[src/design/rmms_pkg.sv]
`timescale 1ns / 1ps
// shared widths and constants for the running statistics block
package rmms_pkg;

	localparam int DIV_W    = 64;
	localparam int SUM_W    = 64;
	localparam int STD_W    = 32;
	localparam int MEAN_W   = 40;
	localparam int VAR_FRAC = 16;

endpackage

[src/design/running_mean_min_max_stddev.sv]
`timescale 1ns / 1ps
// running count, mean, min, max and standard deviation over signed samples
// steps: an add runs the 64-step divider for the mean, the bit-serial multiplier for the
// squared deviation, the divider again for the variance and the 32-step root; an add at
// full count runs only the divider and the root, and a clear goes straight to the result
// throughput: one item at a time, sample_stall stays high until the result is registered,
// and a stalled result holds the block in its last step
// reset: arst_n clears all statistics, flags and result_valid
module running_mean_min_max_stddev #(
	parameter int SAMPLE_BITS = 24,
	parameter int COUNT_BITS  = 16,
	parameter int FRAC_BITS   = 16
) (
	input  logic                        clk,
	input  logic                        arst_n,
	input  logic                        sample_valid,
	output logic                        sample_stall,
	input  logic                        mode,
	input  logic signed [SAMPLE_BITS-1:0] sample,
	output logic                        result_valid,
	input  logic                        result_stall,
	output logic [COUNT_BITS-1:0]       sample_count,
	output logic signed [rmms_pkg::MEAN_W-1:0] mean_value,
	output logic signed [SAMPLE_BITS-1:0] min_value,
	output logic signed [SAMPLE_BITS-1:0] max_value,
	output logic [rmms_pkg::STD_W-1:0]  std_dev,
	output logic                        sum_saturated,
	output logic                        count_full
);
	import rmms_pkg::*;

	localparam int XW   = SAMPLE_BITS + FRAC_BITS;
	localparam int MAW  = XW + 1;
	localparam int PW   = 2 * MAW;
	localparam int SH_L = (FRAC_BITS <= VAR_FRAC) ? VAR_FRAC - FRAC_BITS : 0;
	localparam int SH_R = (FRAC_BITS > VAR_FRAC) ? FRAC_BITS - VAR_FRAC : 0;

	typedef enum logic [3:0] {
		S_IDLE, S_D1, S_DIV1, S_D2, S_MUL, S_STD, S_DIV2, S_SQRT, S_EMIT
	} state_t;

	state_t state_q;

	logic [COUNT_BITS-1:0]         count_q;
	logic signed [XW-1:0]          mean_q;
	logic signed [SAMPLE_BITS-1:0] min_q;
	logic signed [SAMPLE_BITS-1:0] max_q;
	logic [SUM_W-1:0]              sum_q;
	logic                          sat_q;
	logic signed [SAMPLE_BITS-1:0] sample_q;
	logic [MAW-1:0]                d1_q;
	logic                          d1_neg_q;
	logic [MAW-1:0]                d2_q;
	logic [STD_W-1:0]              std_r_q;
	logic [SUM_W-1:0]              sqrt_in_q;
	logic                          div_start_q;
	logic                          div_sel_q;
	logic                          mul_start_q;
	logic                          sqrt_start_q;
	logic                          result_valid_q;

	logic [COUNT_BITS-1:0]         sample_count_q;
	logic signed [MEAN_W-1:0]      mean_value_q;
	logic signed [SAMPLE_BITS-1:0] min_value_q;
	logic signed [SAMPLE_BITS-1:0] max_value_q;
	logic [STD_W-1:0]              std_dev_q;
	logic                          sum_saturated_q;
	logic                          count_full_q;

	logic [DIV_W-1:0] div_dvd_c;
	logic             div_done;
	logic [DIV_W-1:0] div_quot;
	logic             mul_done;
	logic [PW-1:0]    mul_prod;
	logic             sqrt_done;
	logic [STD_W-1:0] sqrt_root;

	logic signed [XW-1:0] x_c;
	logic [XW:0]          d_c;
	logic [MAW-1:0]       d_mag_c;
	logic [XW+1:0]        q_ext_c;
	logic [XW+1:0]        q_sgn_c;
	logic [XW+1:0]        mean_nx_c;
	logic                 over_c;
	logic [SUM_W-1:0]     term_c;
	logic [SUM_W:0]       sum_nx_c;
	logic                 v_over_c;
	logic [SUM_W-1:0]     v_scaled_c;
	logic                 accept_c;
	logic                 out_free_c;

	assign x_c     = {sample_q, {FRAC_BITS{1'b0}}};
	assign d_c     = {x_c[XW-1], x_c} - {mean_q[XW-1], mean_q};
	assign d_mag_c = d_c[XW] ? (~d_c + MAW'(1)) : d_c;

	assign q_ext_c   = {1'b0, div_quot[XW:0]};
	assign q_sgn_c   = d1_neg_q ? (~q_ext_c + (XW + 2)'(1)) : q_ext_c;
	assign mean_nx_c = {{2{mean_q[XW-1]}}, mean_q} + q_sgn_c;

	assign over_c   = (mul_prod >> (SUM_W + FRAC_BITS)) != '0;
	assign term_c   = SUM_W'(mul_prod >> FRAC_BITS);
	assign sum_nx_c = {1'b0, sum_q} + {1'b0, term_c};

	assign v_over_c   = (div_quot >> (DIV_W - SH_L)) != '0;
	assign v_scaled_c = (div_quot << SH_L) >> SH_R;

	assign div_dvd_c  = div_sel_q ? sum_q : DIV_W'(d1_q);
	assign accept_c   = sample_valid && (state_q == S_IDLE);
	assign out_free_c = !result_valid_q || !result_stall;

	rmms_div #(
		.COUNT_BITS(COUNT_BITS)
	) u_div (
		.clk     (clk),
		.arst_n  (arst_n),
		.start   (div_start_q),
		.dividend(div_dvd_c),
		.divisor (count_q),
		.done    (div_done),
		.quotient(div_quot)
	);

	rmms_mul #(
		.W(MAW)
	) u_mul (
		.clk    (clk),
		.arst_n (arst_n),
		.start  (mul_start_q),
		.a      (d1_q),
		.b      (d2_q),
		.done   (mul_done),
		.product(mul_prod)
	);

	rmms_sqrt u_sqrt (
		.clk     (clk),
		.arst_n  (arst_n),
		.start   (sqrt_start_q),
		.radicand(sqrt_in_q),
		.done    (sqrt_done),
		.root    (sqrt_root)
	);

	always_ff @(posedge clk or negedge arst_n) begin
		if (!arst_n) begin
			state_q         <= S_IDLE;
			count_q         <= '0;
			mean_q          <= '0;
			min_q           <= '0;
			max_q           <= '0;
			sum_q           <= '0;
			sat_q           <= 1'b0;
			sample_q        <= '0;
			d1_q            <= '0;
			d1_neg_q        <= 1'b0;
			d2_q            <= '0;
			std_r_q         <= '0;
			sqrt_in_q       <= '0;
			div_start_q     <= 1'b0;
			div_sel_q       <= 1'b0;
			mul_start_q     <= 1'b0;
			sqrt_start_q    <= 1'b0;
			result_valid_q  <= 1'b0;
			sample_count_q  <= '0;
			mean_value_q    <= '0;
			min_value_q     <= '0;
			max_value_q     <= '0;
			std_dev_q       <= '0;
			sum_saturated_q <= 1'b0;
			count_full_q    <= 1'b0;
		end else begin
			div_start_q  <= 1'b0;
			mul_start_q  <= 1'b0;
			sqrt_start_q <= 1'b0;
			if (state_q == S_EMIT && out_free_c) begin
				result_valid_q <= 1'b1;
			end else if (!result_stall) begin
				result_valid_q <= 1'b0;
			end
			unique case (state_q)
				S_IDLE: begin
					if (accept_c) begin
						sample_q <= sample;
						if (mode) begin
							count_q <= '0;
							mean_q  <= '0;
							min_q   <= '0;
							max_q   <= '0;
							sum_q   <= '0;
							sat_q   <= 1'b0;
							state_q <= S_STD;
						end else if (&count_q) begin
							state_q <= S_STD;
						end else begin
							state_q <= S_D1;
						end
					end
				end
				S_D1: begin
					count_q     <= count_q + COUNT_BITS'(1);
					d1_q        <= d_mag_c;
					d1_neg_q    <= d_c[XW];
					div_sel_q   <= 1'b0;
					div_start_q <= 1'b1;
					state_q     <= S_DIV1;
				end
				S_DIV1: begin
					if (div_done) begin
						mean_q <= mean_nx_c[XW-1:0];
						if (count_q == COUNT_BITS'(1) || sample_q < min_q) begin
							min_q <= sample_q;
						end
						if (count_q == COUNT_BITS'(1) || sample_q > max_q) begin
							max_q <= sample_q;
						end
						state_q <= S_D2;
					end
				end
				S_D2: begin
					d2_q        <= d_mag_c;
					mul_start_q <= 1'b1;
					state_q     <= S_MUL;
				end
				S_MUL: begin
					if (mul_done) begin
						if (over_c || sum_nx_c[SUM_W]) begin
							sum_q <= '1;
							sat_q <= 1'b1;
						end else begin
							sum_q <= sum_nx_c[SUM_W-1:0];
						end
						state_q <= S_STD;
					end
				end
				S_STD: begin
					if (count_q == '0) begin
						std_r_q <= '0;
						state_q <= S_EMIT;
					end else begin
						div_sel_q   <= 1'b1;
						div_start_q <= 1'b1;
						state_q     <= S_DIV2;
					end
				end
				S_DIV2: begin
					if (div_done) begin
						if (v_over_c) begin
							std_r_q <= '1;
							state_q <= S_EMIT;
						end else begin
							sqrt_in_q    <= v_scaled_c;
							sqrt_start_q <= 1'b1;
							state_q      <= S_SQRT;
						end
					end
				end
				S_SQRT: begin
					if (sqrt_done) begin
						std_r_q <= sqrt_root;
						state_q <= S_EMIT;
					end
				end
				S_EMIT: begin
					if (out_free_c) begin
						sample_count_q  <= count_q;
						mean_value_q    <= MEAN_W'(mean_q);
						min_value_q     <= min_q;
						max_value_q     <= max_q;
						std_dev_q       <= std_r_q;
						sum_saturated_q <= sat_q;
						count_full_q    <= &count_q;
						state_q         <= S_IDLE;
					end
				end
				default: begin
					state_q <= S_IDLE;
				end
			endcase
		end
	end

	assign sample_stall  = (state_q != S_IDLE);
	assign result_valid  = result_valid_q;
	assign sample_count  = sample_count_q;
	assign mean_value    = mean_value_q;
	assign min_value     = min_value_q;
	assign max_value     = max_value_q;
	assign std_dev       = std_dev_q;
	assign sum_saturated = sum_saturated_q;
	assign count_full    = count_full_q;

endmodule

[src/design/rmms_div.sv]
`timescale 1ns / 1ps
// iterative restoring divider, one quotient bit per cycle
module rmms_div #(
	parameter int COUNT_BITS = 16
) (
	input  logic                       clk,
	input  logic                       arst_n,
	input  logic                       start,
	input  logic [rmms_pkg::DIV_W-1:0] dividend,
	input  logic [COUNT_BITS-1:0]      divisor,
	output logic                       done,
	output logic [rmms_pkg::DIV_W-1:0] quotient
);
	import rmms_pkg::*;

	localparam int CW = $clog2(DIV_W + 1);

	logic [DIV_W-1:0]      dvd_q;
	logic [COUNT_BITS-1:0] dsr_q;
	logic [COUNT_BITS-1:0] rem_q;
	logic [CW-1:0]         cnt_q;
	logic                  busy_q;
	logic                  done_q;

	logic [COUNT_BITS:0] rem_sh_c;
	logic                ge_c;
	logic [COUNT_BITS:0] rem_nx_c;

	assign rem_sh_c = {rem_q, dvd_q[DIV_W-1]};
	assign ge_c     = rem_sh_c >= {1'b0, dsr_q};
	assign rem_nx_c = ge_c ? (rem_sh_c - {1'b0, dsr_q}) : rem_sh_c;

	always_ff @(posedge clk or negedge arst_n) begin
		if (!arst_n) begin
			busy_q <= 1'b0;
			done_q <= 1'b0;
			cnt_q  <= '0;
		end else begin
			done_q <= 1'b0;
			if (start) begin
				busy_q <= 1'b1;
				cnt_q  <= CW'(DIV_W);
			end else if (busy_q) begin
				cnt_q <= cnt_q - CW'(1);
				if (cnt_q == CW'(1)) begin
					busy_q <= 1'b0;
					done_q <= 1'b1;
				end
			end
		end
	end

	always_ff @(posedge clk) begin
		if (start) begin
			dvd_q <= dividend;
			dsr_q <= divisor;
			rem_q <= '0;
		end else if (busy_q) begin
			dvd_q <= {dvd_q[DIV_W-2:0], ge_c};
			rem_q <= rem_nx_c[COUNT_BITS-1:0];
		end
	end

	assign done     = done_q;
	assign quotient = dvd_q;

endmodule

[src/design/rmms_mul.sv]
`timescale 1ns / 1ps
// iterative shift-add multiplier, one multiplier bit per cycle
module rmms_mul #(
	parameter int W = 41
) (
	input  logic           clk,
	input  logic           arst_n,
	input  logic           start,
	input  logic [W-1:0]   a,
	input  logic [W-1:0]   b,
	output logic           done,
	output logic [2*W-1:0] product
);
	localparam int CW = $clog2(W + 1);

	logic [W-1:0]  mcand_q;
	logic [W-1:0]  hi_q;
	logic [W-1:0]  lo_q;
	logic [CW-1:0] cnt_q;
	logic          busy_q;
	logic          done_q;

	logic [W:0] sum_c;

	assign sum_c = {1'b0, hi_q} + (lo_q[0] ? {1'b0, mcand_q} : '0);

	always_ff @(posedge clk or negedge arst_n) begin
		if (!arst_n) begin
			busy_q <= 1'b0;
			done_q <= 1'b0;
			cnt_q  <= '0;
		end else begin
			done_q <= 1'b0;
			if (start) begin
				busy_q <= 1'b1;
				cnt_q  <= CW'(W);
			end else if (busy_q) begin
				cnt_q <= cnt_q - CW'(1);
				if (cnt_q == CW'(1)) begin
					busy_q <= 1'b0;
					done_q <= 1'b1;
				end
			end
		end
	end

	always_ff @(posedge clk) begin
		if (start) begin
			mcand_q <= a;
			hi_q    <= '0;
			lo_q    <= b;
		end else if (busy_q) begin
			hi_q <= sum_c[W:1];
			lo_q <= {sum_c[0], lo_q[W-1:1]};
		end
	end

	assign done    = done_q;
	assign product = {hi_q, lo_q};

endmodule

[src/design/rmms_sqrt.sv]
`timescale 1ns / 1ps
// iterative floor square root, one root bit per cycle
module rmms_sqrt (
	input  logic                       clk,
	input  logic                       arst_n,
	input  logic                       start,
	input  logic [rmms_pkg::SUM_W-1:0] radicand,
	output logic                       done,
	output logic [rmms_pkg::STD_W-1:0] root
);
	import rmms_pkg::*;

	localparam int CW = $clog2(STD_W + 1);
	localparam int RW = STD_W + 2;

	logic [SUM_W-1:0] rad_q;
	logic [RW-1:0]    rem_q;
	logic [STD_W-1:0] root_q;
	logic [CW-1:0]    cnt_q;
	logic             busy_q;
	logic             done_q;

	logic [RW+1:0] rem_sh_c;
	logic [RW+1:0] trial_c;
	logic          ge_c;
	logic [RW+1:0] rem_nx_c;

	assign rem_sh_c = {rem_q, rad_q[SUM_W-1:SUM_W-2]};
	assign trial_c  = {2'b00, root_q, 2'b01};
	assign ge_c     = rem_sh_c >= trial_c;
	assign rem_nx_c = ge_c ? (rem_sh_c - trial_c) : rem_sh_c;

	always_ff @(posedge clk or negedge arst_n) begin
		if (!arst_n) begin
			busy_q <= 1'b0;
			done_q <= 1'b0;
			cnt_q  <= '0;
		end else begin
			done_q <= 1'b0;
			if (start) begin
				busy_q <= 1'b1;
				cnt_q  <= CW'(STD_W);
			end else if (busy_q) begin
				cnt_q <= cnt_q - CW'(1);
				if (cnt_q == CW'(1)) begin
					busy_q <= 1'b0;
					done_q <= 1'b1;
				end
			end
		end
	end

	always_ff @(posedge clk) begin
		if (start) begin
			rad_q  <= radicand;
			rem_q  <= '0;
			root_q <= '0;
		end else if (busy_q) begin
			rad_q  <= {rad_q[SUM_W-3:0], 2'b00};
			rem_q  <= rem_nx_c[RW-1:0];
			root_q <= {root_q[STD_W-2:0], ge_c};
		end
	end

	assign done = done_q;
	assign root = root_q;

endmodule

[config.mk]
export PLATFORM = sky130hd
export DESIGN_NAME = running_mean_min_max_stddev
export DESIGN_NICKNAME = d
export VERILOG_FILES = /design/src/design/rmms_pkg.sv /design/src/design/running_mean_min_max_stddev.sv /design/src/design/rmms_div.sv /design/src/design/rmms_mul.sv /design/src/design/rmms_sqrt.sv
export SDC_FILE = /design/constraint.sdc
export NUM_CORES = 2
export LEC_CHECK = 0
export BUFFER_PORTS_ARGS = -buffer_cell sky130_fd_sc_hd__buf_2
export CAP_MARGIN = 20
export CORE_MARGIN = 4
export CORE_UTILIZATION = 57
export DETAILED_ROUTE_END_ITERATION = 12
export PLACE_DENSITY = 0.77
export SLEW_MARGIN = 10
export SYNTH_ARGS = -nofsm -noshare
export SYNTH_HDL_FRONTEND = slang
export SYNTH_SLANG_ARGS = --single-unit
[constraint.sdc]
create_clock -name clk -period 5.6 [get_ports clk]
set_clock_uncertainty 0.2 [all_clocks]
set_input_delay 0.84 -clock clk [delete_from_list [all_inputs] [get_ports clk]]
set_output_delay 0.84 -clock clk [all_outputs]
set_load 0.03 [all_outputs]
## After elaboration in Yosys (flattened, before gate mapping)

Cells that the tools add are included.

| word-level totals | value |
|---|---|
| bits in registers | 893 |
| input bits | 29 |
| output and inout bits | 140 |
| word-level logic and storage cells | 202 |

| cells by class | value |
|---|---|
| add/subtract/negate cells | 12 |
| order comparisons | 4 |
| equal/unequal tests | 25 |
| mux-type cells | 83 |
| bitwise logic cells | 2 |
| reductions and logical operators | 33 |

Operator list:

| operator | number |
|---|---|
| $mux 64 | 9 |
| $mux 41 | 4 |
| $mux 40 | 4 |
| $mux 24 | 6 |
| $pmux 64 s2 | 1 |
| $pmux 24 s2 | 2 |
| $reduce_bool 82->1 | 1 |
| $pmux 40 s2 | 1 |
| $add 64x64->65 | 1 |
| $mux 32 | 2 |
| $pmux 32 s2 | 1 |
| $mux 16 | 3 |
| $add 41x42->42 | 1 |
| $add 41x1->41 const B | 1 |
| $not 41->41 | 1 |
| $sub 40x40->41 | 1 |
| $add 40x1->40 const B | 1 |
| $add 40x40->40 | 1 |
| $not 40->40 | 1 |
| $ge 36x34->1 | 1 |
| $pmux 4 s9 | 1 |
| $mux 34 | 1 |
| $sub 34x34->34 | 1 |
| $pmux 16 s2 | 1 |
| other kinds (35) | 112 |

## Depth between registers and ports, before layout

| depth | value |
|---|---|
| depth in word-level cells | 6 |
| gate-level depth with buffers | 24 |
| depth with buffers taken out | 23 |

## Cells and area by module

From an unflattened synthesis, not the netlist that was laid out.

| unflattened totals | value |
|---|---|
| cell total of the unflattened synthesis | 5,324 |
| area total of the unflattened synthesis | 51,343.0 µm² |

Modules (own cells, without submodules):

| module | instances | cells an instance | area each (µm²) | seq. area each (µm²) |
|---|---|---|---|---|
| running_mean_min_max_stddev | 1 | 3,477 | 31,006.0 | 12,987.5 |
| rmms_sqrt | 1 | 741 | 7,733.7 | 3,443.3 |
| rmms_mul | 1 | 720 | 7,483.4 | 3,483.3 |
| rmms_div | 1 | 386 | 5,119.9 | 2,947.8 |

## Worst setup path before layout

OpenSTA, ideal clock, no wires.

| timing | value |
|---|---|
| path kind | register to register |
| start point | register u_div.dvd_q[6] (netlist: u_div.quotient[6]) |
| end point | register mean_q[38] |
| library setup time | 83 ps |
| data arrival time | 5,343 ps |
| data required time | 5,317 ps |
| path slack | -25 ps |
| cell stages (with the launch flop) | 23 |
| buffers on the path | 1 |
| period minus slack after synthesis | 5,625 ps |
| path through | edfxtp_1 > or4_1 > or3_1 > or3_1 > or2_2 > or4_1 > or2_2 > nor2_1 > inv_1 > o21ai_0 > xnor2_1 > ha_1 > clkbuf_1 > nand4_1 > nor4_1 > a221oi_1 > o21ai_0 > a21oi_1 > o21ai_0 > a21o_1 > a311oi_1 > xor2_1 > o21ai_0 |

| between the ends | value |
|---|---|
| longest elaborated chain between the ends | 6 |

RTL lines:

| item | RTL line | text |
|---|---|---|
| start: declaration | rmms_div.sv:18 | `logic [DIV_W-1:0] dvd_q;` |
| start signal: assignment | rmms_div.sv:55 | `dvd_q <= dividend;` |
| start signal: assignment | rmms_div.sv:59 | `dvd_q <= {dvd_q[DIV_W-2:0], ge_c};` |
| $not 40->40 | running_mean_min_max_stddev.sv:97 | `assign q_sgn_c = d1_neg_q ? (~q_ext_c + (XW + 2)'(1)) : q_ext_c;` |
| $add 40x1->40 | running_mean_min_max_stddev.sv:97 |  |
| $mux 40 * | running_mean_min_max_stddev.sv:97 |  |
| $add 40x40->40 * | running_mean_min_max_stddev.sv:98 | `assign mean_nx_c = {{2{mean_q[XW-1]}}, mean_q} + q_sgn_c;` |
| $mux 40 * | running_mean_min_max_stddev.sv:208 | `if (div_done) begin` |
| $pmux 40 s2 * | running_mean_min_max_stddev.sv:180 | `unique case (state_q)` |
| end signal: assignment | running_mean_min_max_stddev.sv:209 | `mean_q <= mean_nx_c[XW-1:0];` |
| end: declaration | running_mean_min_max_stddev.sv:45 | `logic signed [XW-1:0] mean_q;` |

Every way passes the cells marked *; elsewhere a longest branch is shown, timed or not. The select of a mux whose other input is x is not followed.
A chain may end at the register's enable or synchronous reset.

## Final worst setup path

| timing | value |
|---|---|
| start point | register u_div.dvd_q[3] (netlist: u_div.quotient[3]) |
| end point | register mean_q[37] |

The elaborated chain is that of the path after synthesis.

==> flow_metrics.py <==
metrics = {
    "synth": {
        "synth-adder-area-share_pct": 7.136,
        "synth_ff_type": "dfrtp_1",
        "syn_avg_cell_area_sq_um": 9.644,
        "ys_seq_elements": 893,
        "yosys_warnings": 0,
        "netlist_area_sq_um": 49870,
        "synth-seq-area-share_pct": 45.85,
        "synth_edf_count": 226,
        "ys_async_sr_fraction_pct": 60.92,
        "synth_nets": 5482,
        "synth-xor-area-share_pct": 5.287,
        "synthSimpleGateAreaFrac_pct": 14.18,
        "synth-compound-area-share_pct": 16.27,
        "syn_inst": 5171,
        "synth_mux_area_share_pct": 7.467,
        "synth_top_family_by_area": "compound AO/OA/AOI/OAI gates",
        "synth_cell_types": 92,
    },
    "global_route": {
        "grt_max_degree": 179,
        "grt_overflow": 0,
        "grt_pass1_wl_um": 204400,
        "globalRouteTotalUtil_pct": 27.10,
        "grt_pass1_vias": 37824,
        "antenna_found_initial": 2,
    },
    "worst_hold_path": {
        "worst_hold_path_type": "input port to flip-flop",
        "min_path_cells": 2,
        "min_to": "sample_q[3]",
        "hold_start": "sample[3]",
    },
    "clocking": {
        "insertion_delay_ns": 0.69,
        "clock-sinks": 893,
        "clockBufferDepth": 3,
        "cts_made_buffers": 93,
        "cts_tree": "yes",
        "root_buffer": "clkbuf_16",
        "cts.htree.levels": 3,
        "clk_pin_slew_ns": 0.06,
    },
    "critical_path": {
        "crit_top_cell": "a21o_1",
        "reg2reg_from": "u_div.quotient[3]",
        "critPathMaxStageDelay_ns": 0.54,
        "cp_max_fo": 3,
        "worst_setup_path_start_kind": "flip-flop",
        "path_buf_inv": 0,
        "end_kind": "flip-flop",
        "critPathKind": "flip-flop to flip-flop",
        "regToRegSetupSlack_ns": -0.02,
        "crit_family": "simple AND/OR/NAND/NOR gates",
        "timing.rr.end": "mean_q[37]",
        "critPathSlowestCell": "or4_4",
        "r2r_cells": 20,
        "worstPathArrival_ns": 5.93,
        "path_cells": "or4_4 -> or3_4 -> or3_4 -> or2_4 -> or4_4 -> or2_4 -> o31ai_4 -> xnor2_2 -> ha_1 -> a21o_1 -> a21o_1 -> a21o_1 -> a211oi_4 -> o221ai_4 -> a211oi_2 -> nand3b_1 -> o31ai_1 -> a21oi_1 -> xor2_1 -> o21ai_1",
        "cp.required_ns": 5.92,
    },
    "routing": {
        "wl_per_cell_um": 19.75,
        "drc": 0,
        "ant_nets": 0,
        "wirelength_um": 128300,
        "vias": 38732,
        "dr.pass1.iters": 6,
        "drt-initial-drc-count": 3039,
        "viasPerCell": 5.961,
    },
    "pwr": {
        "p_leak_uw": 0.02524,
        "power_uw": 36840,
        "p_per_area_nw_per_um2": 665.0,
        "ir_drop_uv": 708.7,
    },
    "run": {
        "max_cap_violations": 0,
    },
    "sta": {
        "setup_ws_ns": -0.01598,
        "finalHoldViolations": 0,
        "max_freq_mhz": 178.1,
        "tightest_slew_ns": 1.029,
        "rsz0062_at_grt": "yes",
        "slew_headroom_pct": 31.41,
        "fin_crit_sh_pct": 100.3,
        "final_max_slew_viol_count": 0,
        "setup_violations": 1,
        "final.min_clock_period_ns": 5.616,
    },
    "cells_and_area": {
        "nFillCells": 7113,
        "nNetsFinal": 5572,
        "drive_above_1_share_pct": 13.42,
        "final_cells": 6498,
        "final_cell_area_sq_um": 55400,
        "mostFrequentLayoutCells": "656 x nand2_1, 538 x dfrtp_1, 394 x o21ai_0",
        "fin_util_pct": 63.86,
        "final_common_cell": "nand2_1",
        "syn2layout_area_growth_pct": 11.11,
    },
    "place": {
        "io_buffer_count": 168,
        "gp_congestion": 0.9407,
        "placedCellCount": 6308,
        "dpl_cell_area_sq_um": 51930,
        "dpl.hpwl_um": 92420,
    },
    "die": {
        "start_util_pct": 57.48,
        "fp-row-count": 108,
        "die_y_um": 303.8,
        "io_pins": 169,
        "die_area_sq_um": 92280,
        "die_w_um": 303.8,
        "core_area_sq_um": 86750,
    },
    "status": {
        "violations": "negative setup slack",
        "outcome": "finished with violations",
    },
}
## cells in the mapped netlist, drive strengths merged, types with 7 or more instances
cell | number | area share, %
dfxtp | 123 | 4.9
a22o | 32 | 0.56
o21bai | 42 | 0.63
o31a | 8 | 0.14
a21boi | 11 | 0.17
xnor2 | 187 | 3.3
and2 | 59 | 0.74
nand2 | 658 | 5.0
o31ai | 43 | 0.71
nand4 | 51 | 0.65
nand2b | 44 | 0.57
dfrtp | 544 | 27
or4 | 14 | 0.24
nor3b | 10 | 0.15
a21oi | 343 | 3.4
or3 | 39 | 0.51
o41ai | 13 | 0.24
a211oi | 77 | 1.2
mux2 | 192 | 4.3
a2111oi | 8 | 0.14
o21a | 25 | 0.38
mux2i | 156 | 3.1
xor2 | 114 | 2.0
a211o | 8 | 0.14
or2 | 20 | 0.25
edfxtp | 226 | 14
inv | 226 | 1.7
o22ai | 9 | 0.11
a21o | 137 | 2.1
o211ai | 19 | 0.29
a31oi | 53 | 0.66
a221oi | 7 | 0.12
ha | 278 | 7.0
nor2 | 341 | 2.6
nor2b | 37 | 0.46
and4 | 9 | 0.16
and3 | 25 | 0.31
nor3 | 54 | 0.55
clkbuf | 247 | 1.9
buf | 28 | 0.25
a41oi | 8 | 0.18
nor4 | 21 | 0.29
o21ai | 419 | 4.2
nand3 | 130 | 1.3
## state kept, by name, indices dropped and copies added (netlist names), 16 cells and up
signal / cells
max_q: 24
d2_q: 41
u_div.dsr_q: 16
u_mul.lo_q: 41
u_sqrt.root: 32
u_mul.hi_q: 41
u_div.rem_q: 16
sample_q: 24
sqrt_in_q: 64
sum_q: 64
mean_value: 40
min_q: 24
max_value: 24
sample_count: 16
count_q: 16
u_sqrt.rem_q: 34
u_mul.mcand_q: 41
u_div.quotient: 64
mean_q: 40
std_r_q: 32
min_value: 24
u_sqrt.rad_q: 64
d1_q: 41
std_dev: 32
## cell families after synthesis
group | after synthesis
fa+ha+maj | 282
mux | 348
compound gates | 1310
buf+inv | 501
flops | 893
simple gates | 1536
xor+xnor | 301
## cell type report
type                    count  area (sq um)  share of cell area (%)
multi-input cells        3777         25430                   45.91
clock buffers             133          2691                   4.858
clock inverters            43         416.7                  0.7520
diodes                      1         2.502                0.004517
well taps                1155          1445                   2.608
inverters                 226         848.3                   1.531
flip-flops and latches    893         22880                   41.30
repair buffers            270          1687                   3.044
## worst max-delay path by stage
stage | start | end | slack, ns | cells past startpoint
after floorplan | u_div.quotient[6] | mean_q[37] | 0.001 | 21
after CTS | u_div.quotient[6] | mean_q[37] | -0.003 | 22
after global placement | u_div.quotient[6] | mean_q[37] | -0.32 | 20
after global routing | u_div.quotient[3] | mean_q[37] | -0.20 | 20
after detailed placement | u_div.quotient[6] | mean_q[37] | -0.32 | 20
final | u_div.quotient[3] | mean_q[37] | -0.02 | 20
## timing repair
| action | in CTS | in global routing |
|---|---|---|
| setup buffers | 8 | 5 |
| gates resized for setup | 27 | 26 |
| setup endpoints to repair | 10 | 13 |
| hold endpoints to repair | 31 | 0 |
| hold buffers | 1 | 0 |
| pin swaps | 21 | 21 |
## power breakdown
| group | internal, uW | leakage [uW] | switching, uW |
|---|---|---|---|
| logic | 7470 | 0.0132 | 12200 |
| registers | 9040 | 0.0105 | 1880 |
| clock network | 3530 | 0.00151 | 2720 |
| total | 20000 | 0.0252 | 16800 |
## routing by layer
metal	share of wire (%)	global-route usage [%]	vias up	wire (um)
met5	0.0055	0	-	7
met4	4.3	11.30	2	5517
met3	5.1	3.709	305	6513
met2	47	44.57	1108	60670
met1	43	36.38	18749	55620
li1	-	-	18568	-
## stage by stage
step           setup slack [ns]  hold WS, ns  setup TNS, ns
2_1_floorplan          0.001231       0.2231              0
3_3_place_gp            -0.3232       0.2467         -2.310
3_5_place_dp            -0.3240       0.2539         -2.382
4_1_cts               -0.003167       0.1844      -0.003167
5_1_grt                 -0.2026       0.2025         -1.060
6_report               -0.01598       0.2221       -0.01598
Power figures use the tool's default switching activity.
